--- src/rtl/rkl_pkg.sv ---
// Shared types and constants for the ASCII record key lookup block.
// Used by rkl_scan, rkl_out_reg and ascii_record_key_lookup; no dependencies.
package rkl_pkg;

    // Bytes that bound the ASCII digit range (exclusive)
    localparam logic [7:0]  DIGIT_BELOW = 8'h2F;
    localparam logic [7:0]  DIGIT_ABOVE = 8'h3A;

    // A third run keeps at most this many digits and is forced to zero if it has more
    localparam logic [3:0]  THIRD_KEEP  = 4'd9;
    localparam logic [3:0]  THIRD_LONG  = 4'd10;

    // Number of digit runs that are tracked per record
    localparam logic [1:0]  RUN_COUNT   = 2'd3;
    localparam logic [1:0]  RUN_FIRST   = 2'd0;
    localparam logic [1:0]  RUN_SECOND  = 2'd1;
    localparam logic [1:0]  RUN_THIRD   = 2'd2;

    localparam logic [15:0] BYTE_MASK   = 16'h00FF;

    localparam int VALUE_W = 16;
    localparam int THIRD_W = 30;
    localparam int KEY_W   = 32;
    localparam int WORD_W  = 32;

    // Result handed from the scanner to the output register
    typedef struct packed {
        logic              valid;
        logic              found;
        logic [WORD_W-1:0] word;
    } res_t;

    // Swap the two bytes of a 16-bit value
    function automatic logic [VALUE_W-1:0] swap16(input logic [VALUE_W-1:0] v);
        logic [VALUE_W-1:0] lo;
        logic [VALUE_W-1:0] hi;
        lo = (v & BYTE_MASK) << 8;
        hi = (v >> 8) & BYTE_MASK;
        return lo | hi;
    endfunction

endpackage

--- src/rtl/rkl_scan.sv ---
// Per-byte record scanner: digit run parsing, key compare and result build.
// Depends on rkl_pkg.
module rkl_scan #(
    parameter int RECORD_BYTES = 32,
    parameter int MAX_DIGITS   = 10
) (
    input  logic                       aclk,
    input  logic                       aresetn,
    input  logic                       adv,        // process one byte this cycle
    input  logic [7:0]                 rec_byte,
    input  logic                       rec_last,
    input  logic [rkl_pkg::KEY_W-1:0]  key,
    output logic                       at_end,     // current byte closes the record
    output rkl_pkg::res_t              res
);

    localparam int POS_W = $clog2(RECORD_BYTES);

    logic [POS_W-1:0]              pos_reg,    pos_next;
    logic [1:0]                    field_reg,  field_next;
    logic [3:0]                    count_reg,  count_next;
    logic [rkl_pkg::VALUE_W-1:0]   first_reg,  first_next;
    logic [rkl_pkg::VALUE_W-1:0]   second_reg, second_next;
    logic [rkl_pkg::THIRD_W-1:0]   third_reg,  third_next;
    logic                          done_reg,   done_next;

    logic                          is_digit;
    logic                          active;
    logic [3:0]                    digit;
    logic [rkl_pkg::VALUE_W-1:0]   v1;
    logic [rkl_pkg::VALUE_W-1:0]   v2;
    logic [rkl_pkg::THIRD_W-1:0]   v3;
    logic                          match;

    assign at_end   = (pos_reg == POS_W'(RECORD_BYTES - 1));
    assign is_digit = (rec_byte > rkl_pkg::DIGIT_BELOW) && (rec_byte < rkl_pkg::DIGIT_ABOVE);
    assign active   = !done_reg && (field_reg < rkl_pkg::RUN_COUNT);
    assign digit    = rec_byte[3:0];

    // Update the run values for one byte
    always_comb begin
        field_next  = field_reg;
        count_next  = count_reg;
        first_next  = first_reg;
        second_next = second_reg;
        third_next  = third_reg;
        if (active) begin
            if (is_digit) begin
                if (count_reg < 4'(MAX_DIGITS)) begin
                    if (field_reg == rkl_pkg::RUN_FIRST) begin
                        first_next = rkl_pkg::VALUE_W'(first_reg * 16'd10
                                     + rkl_pkg::VALUE_W'(digit));
                    end else if (field_reg == rkl_pkg::RUN_SECOND) begin
                        second_next = rkl_pkg::VALUE_W'(second_reg * 16'd10
                                      + rkl_pkg::VALUE_W'(digit));
                    end else if (count_reg < rkl_pkg::THIRD_KEEP) begin
                        third_next = rkl_pkg::THIRD_W'(third_reg * 30'd10
                                     + rkl_pkg::THIRD_W'(digit));
                    end
                    count_next = count_reg + 4'd1;
                end
            end else if (count_reg != 4'd0) begin
                if (field_reg == rkl_pkg::RUN_THIRD && count_reg >= rkl_pkg::THIRD_LONG) begin
                    third_next = '0;
                end
                field_next = field_reg + 2'd1;
                count_next = 4'd0;
            end
        end
    end

    // Take only closed runs at the record end and compare the third with the key
    always_comb begin
        v1    = (field_next >= 2'd1) ? first_next  : '0;
        v2    = (field_next >= 2'd2) ? second_next : '0;
        v3    = (field_next >= rkl_pkg::RUN_COUNT) ? third_next : '0;
        match = ({2'b00, v3} == key);

        res.valid = adv && at_end && !done_reg && (match || rec_last);
        res.found = match;
        res.word  = match ? {rkl_pkg::swap16(v1), rkl_pkg::swap16(v2)} : '0;

        done_next = done_reg;
        if (at_end) begin
            done_next = rec_last ? 1'b0 : (done_reg || match);
        end
    end

    // Advance the record state on each processed byte
    always_ff @(posedge aclk) begin
        if (!aresetn) begin
            pos_reg    <= '0;
            field_reg  <= '0;
            count_reg  <= '0;
            first_reg  <= '0;
            second_reg <= '0;
            third_reg  <= '0;
            done_reg   <= 1'b0;
        end else if (adv) begin
            done_reg <= done_next;
            if (at_end) begin
                pos_reg    <= '0;
                field_reg  <= '0;
                count_reg  <= '0;
                first_reg  <= '0;
                second_reg <= '0;
                third_reg  <= '0;
            end else begin
                pos_reg    <= pos_reg + POS_W'(1);
                field_reg  <= field_next;
                count_reg  <= count_next;
                first_reg  <= first_next;
                second_reg <= second_next;
                third_reg  <= third_next;
            end
        end
    end

endmodule

--- src/rtl/rkl_out_reg.sv ---
// Result output register of the record key lookup block.
// Depends on rkl_pkg.
module rkl_out_reg (
    input  logic                        aclk,
    input  logic                        aresetn,
    input  rkl_pkg::res_t               res,
    output logic                        m_tvalid,
    input  logic                        m_tready,
    output logic [rkl_pkg::WORD_W-1:0]  m_tdata,
    output logic                        m_tuser
);

    logic                        valid_reg;
    logic                        found_reg;
    logic [rkl_pkg::WORD_W-1:0]  word_reg;

    // Hold a result until the transfer completes
    always_ff @(posedge aclk) begin
        if (!aresetn) begin
            valid_reg <= 1'b0;
        end else if (res.valid) begin
            valid_reg <= 1'b1;
        end else if (m_tready) begin
            valid_reg <= 1'b0;
        end
    end

    // Load payload with each new result
    always_ff @(posedge aclk) begin
        if (res.valid) begin
            found_reg <= res.found;
            word_reg  <= res.word;
        end
    end

    assign m_tvalid = valid_reg;
    assign m_tdata  = word_reg;
    assign m_tuser  = found_reg;

endmodule

--- src/rtl/ascii_record_key_lookup.sv ---
// Top level of the ASCII record key lookup: input register, scanner, result register.
// Depends on rkl_pkg, rkl_scan and rkl_out_reg.
//
//  Channel | Direction | Handshake          | Payload
//  s_      | in        | s_tvalid/s_tready  | s_tdata[7:0] record_byte, s_tlast last_record
//  m_      | out       | m_tvalid/m_tready  | m_tdata[31:0] lookup_word, m_tuser found
//  cfg_    | in        | cfg_wr_en          | cfg_wr_data[31:0] search_key
//
// One byte is taken per cycle unless stalled as below; each byte passes the input
// register, then the scanner updates record state and builds any result into the
// output register.
// A result appears at most once per record; only a record's closing byte waits
// for a full output register to drain. Reset (aresetn low, synchronous) clears
// all control state and the key; no clearing pass.
module ascii_record_key_lookup #(
    parameter int RECORD_BYTES = 32,
    parameter int MAX_DIGITS   = 10
) (
    input  logic                        aclk,
    input  logic                        aresetn,
    input  logic                        s_tvalid,
    output logic                        s_tready,
    input  logic [7:0]                  s_tdata,     // [7:0] record_byte
    input  logic                        s_tlast,     // last_record
    output logic                        m_tvalid,
    input  logic                        m_tready,
    output logic [rkl_pkg::WORD_W-1:0]  m_tdata,     // [31:0] lookup_word
    output logic                        m_tuser,     // found
    input  logic                        cfg_wr_en,
    input  logic [rkl_pkg::KEY_W-1:0]   cfg_wr_data  // search_key
);

    logic                        in_valid_reg;
    logic [7:0]                  in_byte_reg;
    logic                        in_last_reg;
    logic [rkl_pkg::KEY_W-1:0]   key_reg;
    logic                        at_end;
    logic                        adv;
    rkl_pkg::res_t               res;

    // Move a byte on unless it closes a record and the result slot is still full
    assign adv      = in_valid_reg && (!at_end || !m_tvalid || m_tready);
    assign s_tready = !in_valid_reg || adv;

    // Input register
    always_ff @(posedge aclk) begin
        if (!aresetn) begin
            in_valid_reg <= 1'b0;
        end else if (s_tready) begin
            in_valid_reg <= s_tvalid;
        end
    end

    always_ff @(posedge aclk) begin
        if (s_tready && s_tvalid) begin
            in_byte_reg <= s_tdata;
            in_last_reg <= s_tlast;
        end
    end

    // Search key register
    always_ff @(posedge aclk) begin
        if (!aresetn) begin
            key_reg <= '0;
        end else if (cfg_wr_en) begin
            key_reg <= cfg_wr_data;
        end
    end

    rkl_scan #(
        .RECORD_BYTES (RECORD_BYTES),
        .MAX_DIGITS   (MAX_DIGITS)
    ) u_scan (
        .aclk     (aclk),
        .aresetn  (aresetn),
        .adv      (adv),
        .rec_byte (in_byte_reg),
        .rec_last (in_last_reg),
        .key      (key_reg),
        .at_end   (at_end),
        .res      (res)
    );

    rkl_out_reg u_out (
        .aclk     (aclk),
        .aresetn  (aresetn),
        .res      (res),
        .m_tvalid (m_tvalid),
        .m_tready (m_tready),
        .m_tdata  (m_tdata),
        .m_tuser  (m_tuser)
    );

`ifndef SYNTH
    // A new result never lands on an undelivered one
    assert property (@(posedge aclk) disable iff (!aresetn)
        res.valid |-> (!m_tvalid || m_tready))
        else $error("result loaded while output register busy");

    // Results only come from a record's closing byte
    assert property (@(posedge aclk) disable iff (!aresetn)
        res.valid |-> (adv && at_end))
        else $error("result outside record end");

    // A no-match result carries a zero word
    assert property (@(posedge aclk) disable iff (!aresetn)
        (m_tvalid && !m_tuser) |-> (m_tdata == '0))
        else $error("nonzero word on not-found result");
`endif

endmodule
--- config.mk ---
export PLATFORM = sky130hd
export DESIGN_NAME = ascii_record_key_lookup
export DESIGN_NICKNAME = d
export VERILOG_FILES = /design/src/rtl/rkl_pkg.sv /design/src/rtl/rkl_scan.sv /design/src/rtl/rkl_out_reg.sv /design/src/rtl/ascii_record_key_lookup.sv
export SDC_FILE = /design/constraint.sdc
export NUM_CORES = 1
export LEC_CHECK = 0
export BUFFER_PORTS_ARGS = -buffer_cell sky130_fd_sc_hd__buf_2
export CAP_MARGIN = 25
export CORE_MARGIN = 4
export CORE_UTILIZATION = 35
export CTS_CLUSTER_SIZE = 24
export DETAILED_ROUTE_END_ITERATION = 10
export GPL_TIMING_DRIVEN = 0
export PLACE_DENSITY_LB_ADDON = 0.3
export SYNTH_ARGS = -nofsm -noshare
export SYNTH_HDL_FRONTEND = slang
export SYNTH_HIERARCHICAL = 1
export SYNTH_SLANG_ARGS = --single-unit
--- constraint.sdc ---
create_clock -name aclk -period 12.33 [get_ports aclk]
set_input_delay 1.233 -clock aclk [delete_from_list [all_inputs] [get_ports aclk]]
set_output_delay 1.233 -clock aclk [all_outputs]
set_load 0.01 [all_outputs]
# Word-level counts from Yosys, hierarchy flattened
# Index checks and enable logic that the tools add are counted.
dict set report op_classes {
  magnitude_cmp 9
  n_mux 36
  n_eq_ne 5
  div_mod_pow 0
  bitwise_logic 2
  n_reduce_logical 24
  n_mul 3
  shifts 0
  add_sub_neg 6
}
# op count
set ops {}
lappend ops {{30-bit 2-to-1 mux} 10}
lappend ops {{16-bit 2-to-1 mux} 13}
lappend ops {{16-bit by 4-bit adder with 16-bit output} 2}
lappend ops {{30-bit by 32-bit == test with 1-bit output} 1}
lappend ops {{16-bit by 3-bit multiplier with 15-bit output, second input constant} 2}
lappend ops {{16-bit by 8-bit bitwise OR with 16-bit output} 2}
lappend ops {{30-bit by 4-bit adder with 30-bit output} 1}
lappend ops {{30-bit by 3-bit multiplier with 29-bit output, second input constant} 1}
lappend ops {{4-bit 2-to-1 mux} 5}
lappend ops {{8-bit by 6-bit > comparator with 1-bit output, second input constant} 1}
lappend ops {{1-bit logical AND} 8}
lappend ops {{4-bit less-than comparator, second input constant} 2}
lappend ops {{8-bit by 6-bit less-than comparator with 1-bit output, second input constant} 1}
lappend ops {{2-bit 2-to-1 mux} 4}
lappend ops {{5-bit by 1-bit adder with 5-bit output, second input constant} 1}
lappend ops {{5-bit == test, second input constant} 1}
lappend ops {{1-bit logical OR} 5}
lappend ops {{5-bit 2-to-1 mux} 1}
lappend ops {{4-bit by 1-bit adder with 4-bit output, second input constant} 1}
lappend ops {{2-bit >= comparator, second input constant} 2}
lappend ops {{4-bit >= comparator, second input constant} 1}
lappend ops {{1-bit logical NOT} 4}
lappend ops {{4-bit AND reduction} 1}
lappend ops {{2-bit nonzero test} 2}
lappend ops {{other kinds (11)} 13}
dict set report word_totals {
  rom_bits 0
  latchBits 0
  register_bits 150
  input_bits 46
  mem_count 0
  mem_bits_rw 0
}

# Logic depth before layout (Yosys ltp)
# Gate-level depths: netlist of run 1.
dict set report depth {
  depth_word 13
  depth_mapped 20
  mapped_depth_nobuf 18
}

# Hierarchy
# Netlist of run 1, hierarchy kept.
# mod cells_per_inst area_each_um2 n_inst seq_area_each_um2
set modules_own_cells {}
lappend modules_own_cells {rkl_scan 1267 9734.3 1 1481.4}
lappend modules_own_cells {ascii_record_key_lookup 120 1574.0 1 930.9}
lappend modules_own_cells {rkl_out_reg 36 1032.2 1 1011.0}

# Worst setup path after synthesis of run 1
# No wires, ideal clock.
dict set report synth_timing {
  kind {reg-to-reg}
  startpoint {reg u_scan/third_reg[1] (netlist bit)}
  endpoint {reg u_out.word_reg, in the netlist u_out/m_tdata[0] (enable)}
  stages_incl_launch_ff 19
  setup_ns 0.434
  setup_slack_ns 5.321
  synth_period_minus_slack_ns 7.009
  arrival_time_ns 6.575
  path_buffers 1
  path_cell_list {dfxtp_1 > ha_1 > ha_1 > inv_1 > fa_1 > nand2b_1 > a21oi_4 > o211a_1 > o211ai_1 > or4_4 > or3_1 > buf_4 > nor4_2 > xnor2_1 > a2111oi_0 > mux2i_1 > nand4_1 > or4_1 > o2bb2ai_1}
}
# item line
set synth_rtl {}
lappend synth_rtl {{start, declared} rkl_scan.sv:24} ;# logic [rkl_pkg::THIRD_W-1:0] third_reg, third_next;
lappend synth_rtl {{start signal, assigned} rkl_scan.sv:114} ;# third_reg <= third_next;
lappend synth_rtl {{end signal, assigned} rkl_out_reg.sv:32} ;# word_reg <= res.word;
lappend synth_rtl {{end, declared} rkl_out_reg.sv:15} ;# logic [rkl_pkg::WORD_W-1:0] word_reg;

==> results_dict.tcl, run 1 <==
set metrics [dict create \
    routed_via_density 5.63 \
    synth_cells 1423 \
    drc 0 \
    tns_ns 0 \
    ys_async_sr_fraction_pct 0 \
    wl_per_cell_um 18.5 \
    setup_slack_ns 5.65 \
    yosysMostFrequentCell "ha_1" \
    grt_pass1_vias 10697 \
    netlist.area_leader.share_pct 17.5 \
    finalMaxSlewViolations 0 \
    layout-drive-gt1-share_pct 11.8 \
    die_h_um 196 \
    nets 1691 \
    fin_crit_sh_pct 54.2 \
    syn_area_per_cell_um2 8.67 \
    grt_max_degree 30 \
    yosysTopAreaCell "dfxtp_1" \
    num_rows 68 \
    drtPass1Iterations 6 \
    hold_violations 0 \
    cp_data_arrival_time_ns 6.81 \
    yosysSeqAreaShare_pct 27.7 \
    synth-edff-count 42 \
    skew_ns 0.0150 \
    final-setup-viol-count 0 \
    gp_congestion 0.908 \
    via_count 11224 \
    holdBufCountCts 0 \
    post_cts_buffers 0 \
    cts_tree "yes" \
    rsz0062_at_grt "false" \
    fillers 3456 \
    hp-class "flip-flop to flip-flop" \
    io_buffers 79 \
    worst_pin_slew_ns 0.905 \
    antenna_cells 0 \
    synthTopCellsByArea "dfxtp_1 (18%), ha_1 (12%), edfxtp_1 (10%)" \
    detail-route-antenna-nets 0 \
    critPathKind "flip-flop to flip-flop" \
    fin_area_um2 14000 \
    cp-start-kind "flip-flop" \
    start_util_pct 35.6 \
    cts_root_buf "clkbuf_16" \
    fp.dieW_um 196 \
    maxCapViolations 0 \
    htreeDepth 4 \
    status "complete, no violations" \
    syn_nets 1590 \
    wl_um 36800 \
    end_kind "flip-flop" \
    ys_warn_count 6 \
    powerDensity_nw_per_um2 84.3 \
    grt_util_all_layers_pct 18.7 \
    timing.fmax_ghz 0.150 \
    crit_required_ns 12.46 \
    synth-seq-cells 150 \
    area_growth_pct 13.4 \
    p_leak_nw 5.48 \
    num_io_pins 81 \
    syn_area_um2 12300 \
    placed_cell_area_um2 13300 \
    synth_cell_type_count 89 \
    crit_fanout 29 \
    grt_antenna_before_repair 0 \
    synthTopCellsByCount "ha_1 (115), nand2_1 (113), dfxtp_1 (108), nor2b_1 (84), a21oi_1 (81)" \
    cts_resized 0 \
    ir_drop_mv 0.134 \
    max_slew_margin_pct 38.7 \
    clockBufferDepth 2 \
    path_clk_slew_ns 0.07 \
    pre_cts_ws_ns 5.68 \
    cts_made_buffers 17 \
    synth_ff_type "dfxtp_1" \
    clock_latency_ns 0.44 \
    grt_pass1_wl_um 58000 \
    clock_sinks 150 \
    period_needed_ns 6.68 \
    post-dp-hpwl_um 28500 \
    drt_iter0_markers 863 \
    die_area_um2 38300 \
    overflow 0 \
    core_um2 34600 \
]
==> layout by cell type, fill, tap and decap left out, drive strengths merged, types with 6 or more instances in the layout <==
cell type	Yosys	layout
and2	38	38
a21oi	82	82
o311ai	8	8
o21a	11	11
nor2b	85	85
xnor2	56	56
ha	115	115
clkbuf	48	70
nand3	28	28
o211ai	15	15
and3	17	17
o211a	7	7
a2111oi	9	9
nor2	79	79
nand2	113	113
buf	21	102
o21ai	75	75
dfxtp	108	108
or4	8	8
a32oi	16	16
nand3b	8	8
fa	6	6
a22oi	19	19
xor2	26	26
nand4	15	15
nor3	31	31
edfxtp	42	42
o22ai	31	31
a31oi	13	13
a21boi	7	7
nand4b	8	8
nor3b	11	11
a21o	22	22
nand2b	11	11
or3	6	6
mux2i	55	55
inv	65	73
nor4	36	36
==> per-stage QoR <==
step	power (mW)	utilization, %	hold WS [ns]	std cells
global placement	0.622	38.4	0.506	1957
floorplan	0.588	-	0.472	1423
finish	1.18	40.4	0.544	1992
detailed placement	0.624	38.5	0.529	1959
global route	1.22	40.4	0.547	1992
CTS	1.19	40.4	0.537	1991
==> final timing paths <==
| check | start | endpoint | slack (ns) | cells after the start |
|---|---|---|---|---|
| hold / removal | u_scan/pos_reg[1] | u_scan/pos_reg[1] | 0.54 | 2 |
| hold reg to reg | u_scan/pos_reg[1] | u_scan/pos_reg[1] | 0.54 | 2 |
| setup / recovery | u_scan/third_reg[0] | u_out/m_tdata[17] | 5.65 | 19 |
| setup reg to reg | u_scan/third_reg[0] | u_out/m_tdata[17] | 5.65 | 19 |
==> cell families (layout without fill, tap and decap cells) <==
| kind of cell | count (synthesis) | count (layout) | share of synthesized area (%) |
|---|---|---|---|
| buffers and inverters | 134 | 248 | 4.84 |
| multiplexers | 57 | 57 | 4.64 |
| AND/OR/NAND/NOR | 517 | 517 | 24.0 |
| AO/OA/AOI/OAI | 362 | 362 | 20.3 |
| XOR/XNOR | 82 | 82 | 5.82 |
| flip-flops | 150 | 150 | 27.7 |
| adder cells (fa/ha/maj) | 121 | 121 | 12.6 |
==> metal layers <==
metal	wire length [µm]	up-vias	GRT usage (%)
li1	-	5478	-
met1	16600	5317	24.6
met2	17100	368	31.3
met3	2130	61	3.06
met4	974	0	6.18
met5	0	-	0
==> report_power, final <==
part	switching [mW]	internal [mW]
combinational	0.0503	0.0348
clock	0.234	0.333
sequential	0.0146	0.514
==> layout make-up <==
class | count | area, µm² | share of cell area, %
tap | 455 | 569 | 4.07
timing repair buffer | 82 | 425 | 3.04
sequential | 150 | 3420 | 24.5
multi-input combinational | 1139 | 8340 | 59.6
clock inverter | 11 | 118 | 0.840
clock buffer | 21 | 526 | 3.75
buffer | 69 | 353 | 2.52
inverter | 65 | 244 | 1.74
==> critical path: stages (launching register included) <==
cell	delay (ns)
dfxtp_1	0.47
ha_1	0.23
ha_1	0.22
inv_1	0.07
fa_1	0.41
nand2b_1	0.22
a21oi_4	0.28
o211a_1	0.20
o211ai_1	0.18
or4_4	0.59
or3_1	0.32
buf_4	0.18
nor4_2	0.33
xnor2_1	0.13
a2111oi_0	0.52
mux2i_1	0.25
nand4_1	0.47
or4_1	0.72
o2bb2ai_4	0.32
buf_12	0.23
Note: power is estimated with default switching activity, not from simulation.
==> run 2: changes to the inputs <==
Settings changed: ABC_AREA set to 1.
Clock period 12.33 ns to 6.1 ns, I/O delays scaled along.
==> run 2 against run 1 <==
Compared with the run above: hold slack got worse by 0.18 ns; final cell count grew 22%; via count grew 7.0%; global-route usage down 0.73 points; die area rose by 2.1%; total power is 97% higher; synthesized cell count increased by 30%; wire length down 4.9%; count of clock-buffer cells in the layout down 1; critical path type unchanged; largest cell class unchanged.
==> results_dict.tcl, run 2 <==
set metrics [dict create \
    max_slew_margin_pct 42.3 \
    power_frac_seq_pct 45.8 \
    grt_max_degree 32 \
    antenna_cells 0 \
    cts_resized 0 \
    htreeDepth 4 \
    end_kind "flip-flop" \
    synthTopCellsByCount "nand2_1 (484), inv_1 (224), nor2_1 (184), nand3_1 (146), ha_1 (115)" \
    fillers 3722 \
    gp_congestion 0.873 \
    post-dp-hpwl_um 28300 \
    yosysTopAreaCell "dfxtp_1" \
    p_leak_nw 6.45 \
    p_int_mw 1.77 \
    detail-route-antenna-nets 0 \
    clock_latency_ns 0.43 \
    overflow 0 \
    via_count 12011 \
    wl_per_cell_um 14.4 \
    drc 0 \
    area_growth_pct 12.9 \
    place_inst 2391 \
    synth-edff-count 42 \
    path_clk_slew_ns 0.06 \
    cts_made_buffers 17 \
    final-setup-viol-count 0 \
    p_clk_share_pct 47.5 \
    syn_area_per_cell_um2 6.82 \
    syn_area_um2 12600 \
    num_rows 69 \
    num_io_pins 81 \
    die_h_um 198 \
    period_needed_ns 5.01 \
    power_frac_comb_pct 6.7 \
    fin_crit_sh_pct 82.1 \
    cp_data_arrival_time_ns 5.13 \
    routed_via_density 4.96 \
    maxCapViolations 0 \
    layout-drive-gt1-share_pct 14.5 \
    cts_root_buf "clkbuf_16" \
    fp.dieW_um 198 \
    timing.fmax_ghz 0.200 \
    yosysSeqAreaShare_pct 27.1 \
    grt_pass1_wl_um 57400 \
    wl_met2_um 16700 \
    syn_nets 2016 \
    fin_hold_ws_ns 0.363 \
    synthTopCellsByArea "dfxtp_1 (17%), nand2_1 (14%), ha_1 (11%)" \
    rsz0062_at_grt "false" \
    finalMaxSlewViolations 0 \
    critPathKind "flip-flop to flip-flop" \
    ys_warn_count 6 \
    ys_async_sr_fraction_pct 0 \
    layout_commonest_cell "nand2_1" \
    fin_util_pct 40.0 \
    final_cell_mix "nand2_1 (484), inv_1 (224), nor2_1 (184), nand3_1 (146), ha_1 (115)" \
    setup_slack_ns 1.09 \
    grt_util_all_layers_pct 18.0 \
    cts_tree "yes" \
    grt_pass1_vias 11710 \
    layout.cells.non_filler 2423 \
    met1_length_um 15900 \
    regArea_um2 3420 \
    drt_iter0_markers 659 \
    powerDensity_nw_per_um2 163 \
    io_buffers 80 \
    yosysMostFrequentCell "nand2_1" \
    crit_required_ns 6.23 \
    crit_fanout 31 \
    hold_violations 0 \
    worst_pin_slew_ns 0.862 \
    nets 2116 \
    pre_cts_ws_ns 1.13 \
    ir_drop_mv 0.209 \
    synth_ff_type "dfxtp_1" \
    post_cts_buffers 0 \
    power_mw 2.32 \
    power.share.switching_pct 23.7 \
    maxUsedRoutingLayer "met4" \
    netlist.area_leader.share_pct 17.1 \
    die_area_um2 39200 \
    skew_ns 0.00803 \
    holdBufCountCts 0 \
    synth_cell_type_count 54 \
    p_sw_uw 551 \
    drtPass1Iterations 7 \
    routed-wl-met3_um 1530 \
    start_util_pct 35.5 \
    hp-class "input pin to flip-flop" \
    core_um2 35600 \
    cp-start-kind "flip-flop" \
    grt_antenna_before_repair 0 \
    clock_sinks 150 \
    synth-seq-cells 150 \
    status "complete, no violations" \
    multi_input_area_um2 7900 \
    synth_cells 1849 \
    wl_um 35000 \
    clockBufferDepth 2 \
]
## run 2: cell count changes in the layout (fill, tap and decap cells not counted), moves of 29 or more
cell and change:
and2_1 -37, inv_1 +159, mux2i_1 -54, nand2_1 +371, nand3_1 +118, nor2_1 +106, nor2_4 +29, nor2b_1 -84
xnor2_1 -39
## run 2: layout make-up
type / instances / share of cell area, %
clock buffer: 20 / 3.28
sequential: 150 / 24.0
buffer: 55 / 2.70
timing repair buffer: 81 / 2.95
clock inverter: 12 / 1.05
tap: 461 / 4.05
multi-input combinational: 1400 / 55.5
inverter: 244 / 6.45
## run 2: power by group through the flow
stage / Sequential, mW / Clock [mW] / Combinational [mW]
5_1_grt: 1.07 / 1.18 / 0.173
4_1_cts: 1.06 / 1.13 / 0.155
3_5_place_dp: 1.09 / 0 / 0.154
6_report: 1.06 / 1.10 / 0.154
2_1_floorplan: 1.08 / 0 / 0.0977
3_3_place_gp: 1.08 / 0 / 0.152
## run 2: cells by family (layout without fill, tap and decap cells)
kind of cell	after synthesis	count (layout)	share of synthesized area, %
and+or+nand+nor	992	992	36.5
buffers and inverters	299	412	10.3
AOI/OAI and AO/OA	247	247	10.9
DFF	150	150	27.1
adders and majority gates	121	121	12.4
xor gates and xnor gates	39	39	2.71
muxes	1	1	0.0793
## run 2: final timing paths
kind | from | to | slack, ns | cells after the start
setup reg to reg | u_scan/third_reg[3] | u_out/m_tdata[14] | 1.09 | 24
hold reg to reg | u_scan/first_reg[15] | u_scan/first_reg[15] | 0.47 | 2
setup / recovery | u_scan/third_reg[3] | u_out/m_tdata[14] | 1.09 | 24
hold / removal | s_tdata[3] | in_byte_reg[3] | 0.36 | 1
## run 2: through the flow
| stage | setup TNS, ns | area [µm²] |
|---|---|---|
| detailed placement | 0 | 13600 |
| global placement | -25.03 | 13600 |
| CTS | 0 | 14200 |
| global route | 0 | 14200 |
| floorplan | 0 | 12600 |
| finish | 0 | 14200 |
## run 2: routing by layer
metal / vias up / GRT usage, %
met3: 52 / 2.23
met5: - / 0
met2: 272 / 31.4
li1: 6224 / -
met1: 5463 / 22.9
met4: 0 / 6.17
## run 2: critical path, stage by stage, from the launching register on
cell and delay [ns]:
dfxtp_1 0.45, ha_1 0.28, ha_1 0.26, inv_1 0.11, fa_1 0.45, nor2_1 0.19
nand2_1 0.12, nor2_1 0.20, nor2_1 0.08, o21ai_1 0.23, nand3_1 0.10, nand2_1 0.11
nand3_1 0.08, nor3_1 0.25, nand2_1 0.08, nor2_1 0.18, nand3_1 0.11, nor2_1 0.14
nand2_1 0.07, nor2_1 0.15, nand3_2 0.11, nor2_4 0.25, nand2_1 0.17, a21oi_4 0.26
buf_12 0.23
==> run 3: changes to the inputs <==
Clock period 6.1 ns to 4.4 ns, I/O delays scaled along.
==> run 3 against run 2 <==
Compared with the run above: clock skew grew 0.0012 ns; final cell count grew 0.91%; wire length grew 2.7%; die area is the same; non-clock buffer count grew 22; hold slack lost 0.18 ns.
==> results_dict.tcl, run 3 (same netlist as run 2, synthesis figures left out) <==
set metrics [dict create \
    drt_iter0_markers 602 \
    rsz0062_at_grt "true" \
    clockBufferDepth 2 \
    layout_commonest_cell "nand2_1" \
    io_buffers 80 \
    gp_congestion 0.892 \
    drc 0 \
    cp_num_buf_inv 3 \
    routed_via_density 4.97 \
    ir_drop_mv 0.231 \
    overflow 0 \
    path_clk_slew_ns 0.06 \
    clock_sinks 150 \
    wl_um 36000 \
    tns_ns 0 \
    final-setup-viol-count 0 \
    r2r_slack_ns 0.04 \
    grt_pass1_vias 11664 \
    period_needed_ns 4.36 \
    die_area_um2 39200 \
    worst_pin_slew_ns 0.817 \
    critPathLaunch "u_scan/third_reg[3]" \
    grt_util_all_layers_pct 18.4 \
    core_um2 35600 \
    hp-class "input pin to flip-flop" \
    regToRegStartpoint "u_scan/third_reg[3]" \
    crit_cells 29 \
    r2r_end "u_out/m_tdata[24]" \
    maxCapViolations 0 \
    cpLargestDelayFamily "simple AND/OR/NAND/NOR gates" \
    nets 2139 \
    wl_per_cell_um 14.7 \
    cts_tree "yes" \
    critPathKind "flip-flop to flip-flop" \
    area_growth_pct 16.7 \
    grt_antenna_before_repair 0 \
    status "complete, no violations" \
    start_util_pct 35.5 \
    powerDensity_nw_per_um2 216 \
    max_slew_margin_pct 45.3 \
    worst-r2r-cell-count 29 \
    cp_data_arrival_time_ns 4.50 \
    via_count 12142 \
    post-dp-hpwl_um 28100 \
    fin_crit_sh_pct 99.1 \
    worstSetupEndpoint "u_out/m_tdata[24]" \
    crit_fanout 8 \
    grt_max_degree 17 \
    finalMaxSlewViolations 0 \
    placed_cell_area_um2 13600 \
    num_rows 69 \
    layout-drive-gt1-share_pct 18.4 \
    grt_pass1_wl_um 58500 \
    critPathSlowestCell "fa_2" \
    fp.dieW_um 198 \
    fillers 3663 \
    cts_made_buffers 17 \
    antenna_cells 0 \
    timing.fmax_ghz 0.229 \
    cp-start-kind "flip-flop" \
    clock_latency_ns 0.43 \
    final_cell_mix "nand2_1 (466), inv_1 (221), nor2_1 (175), nand3_1 (136), ha_1 (112)" \
    htreeDepth 4 \
    fin_area_um2 14700 \
    crit_top_cell "nand2_1" \
    crit_required_ns 4.54 \
    cts_root_buf "clkbuf_16" \
    skew_ns 0.00920 \
    hold_violations 0 \
    end_kind "flip-flop" \
    detail-route-antenna-nets 0 \
    die_h_um 198 \
    cp_slowest_stage_delay_ns 0.46 \
    num_io_pins 81 \
    drtPass1Iterations 5 \
    p_leak_nw 6.65 \
]
==> run 3: cell count changes in the layout (fill, tap and decap cells not counted), sizes merged <==
cell / previous run / this run
buf: 99 / 120
inv: 243 / 241
clkbuf: 57 / 59
clkinv: 8 / 9
clkinvlp: 2 / 1
a21oi: 111 / 112
==> run 3: layout make-up <==
type | count | area, µm² | area share (%)
Buffer | 55 | 384 | 2.61
Clock buffer | 21 | 462 | 3.14
Clock inverter | 10 | 131 | 0.892
Inverter | 244 | 923 | 6.27
Multi-Input combinational cell | 1401 | 8140 | 55.3
Sequential cell | 150 | 3450 | 23.4
Tap cell | 461 | 577 | 3.92
Timing Repair Buffer | 103 | 656 | 4.45
==> run 3: stage by stage <==
stage	total power, mW	setup slack [ns]	hold slack [ns]	utilization, %	instances
floorplan	1.63	0.0140	0.445	-	1849
global placement	1.71	-0.890	0.453	38.3	2390
detailed placement	1.72	-0.963	0.457	38.3	2390
CTS	3.21	0.00252	0.162	40.5	2431
global route	3.30	-0.197	0.171	41.4	2445
finish	3.18	0.0408	0.183	41.4	2445
==> run 3: worst min-delay path by stage <==
stage	cells past startpoint	end	start
after floorplan	2	u_scan/first_reg[15]	u_scan/first_reg[15]
after global placement	2	u_scan/second_reg[15]	u_scan/second_reg[15]
after detailed placement	2	u_scan/first_reg[15]	u_scan/first_reg[15]
after CTS	1	in_byte_reg[6]	s_tdata[6]
after global routing	1	in_byte_reg[6]	s_tdata[6]
final	1	in_byte_reg[6]	s_tdata[6]
==> run 3: metal layers <==
metal  vias up  part of all wire (%)  routed length, µm  global-route usage [%]
met5         -                     0                  0                       0
met4         0                   2.0                702                    4.97
met3        38                   4.5               1630                    2.47
met2       257                    49              17800                    32.8
met1      5571                    44              15900                    23.2
li1       6276                     -                  -                       -
==> run 3: where the power goes <==
| group | total [mW] | switching, mW | leakage [nW] | internal (mW) |
|---|---|---|---|---|
| Sequential | 1.47 | 0.0270 | 1.31 | 1.44 |
| Clock | 1.49 | 0.571 | 0.292 | 0.917 |
| Combinational | 0.221 | 0.144 | 5.04 | 0.0775 |
==> run 3: repair_timing <==
item / 4_1_cts / 5_1_grt
hold buffers: 0 / 0
endpoints found under the setup margin: 54 / 66
gates cloned: 2 / 2
pin swaps: 6 / 37
setup buffers: 8 / 12
gates resized for setup: 24 / 59
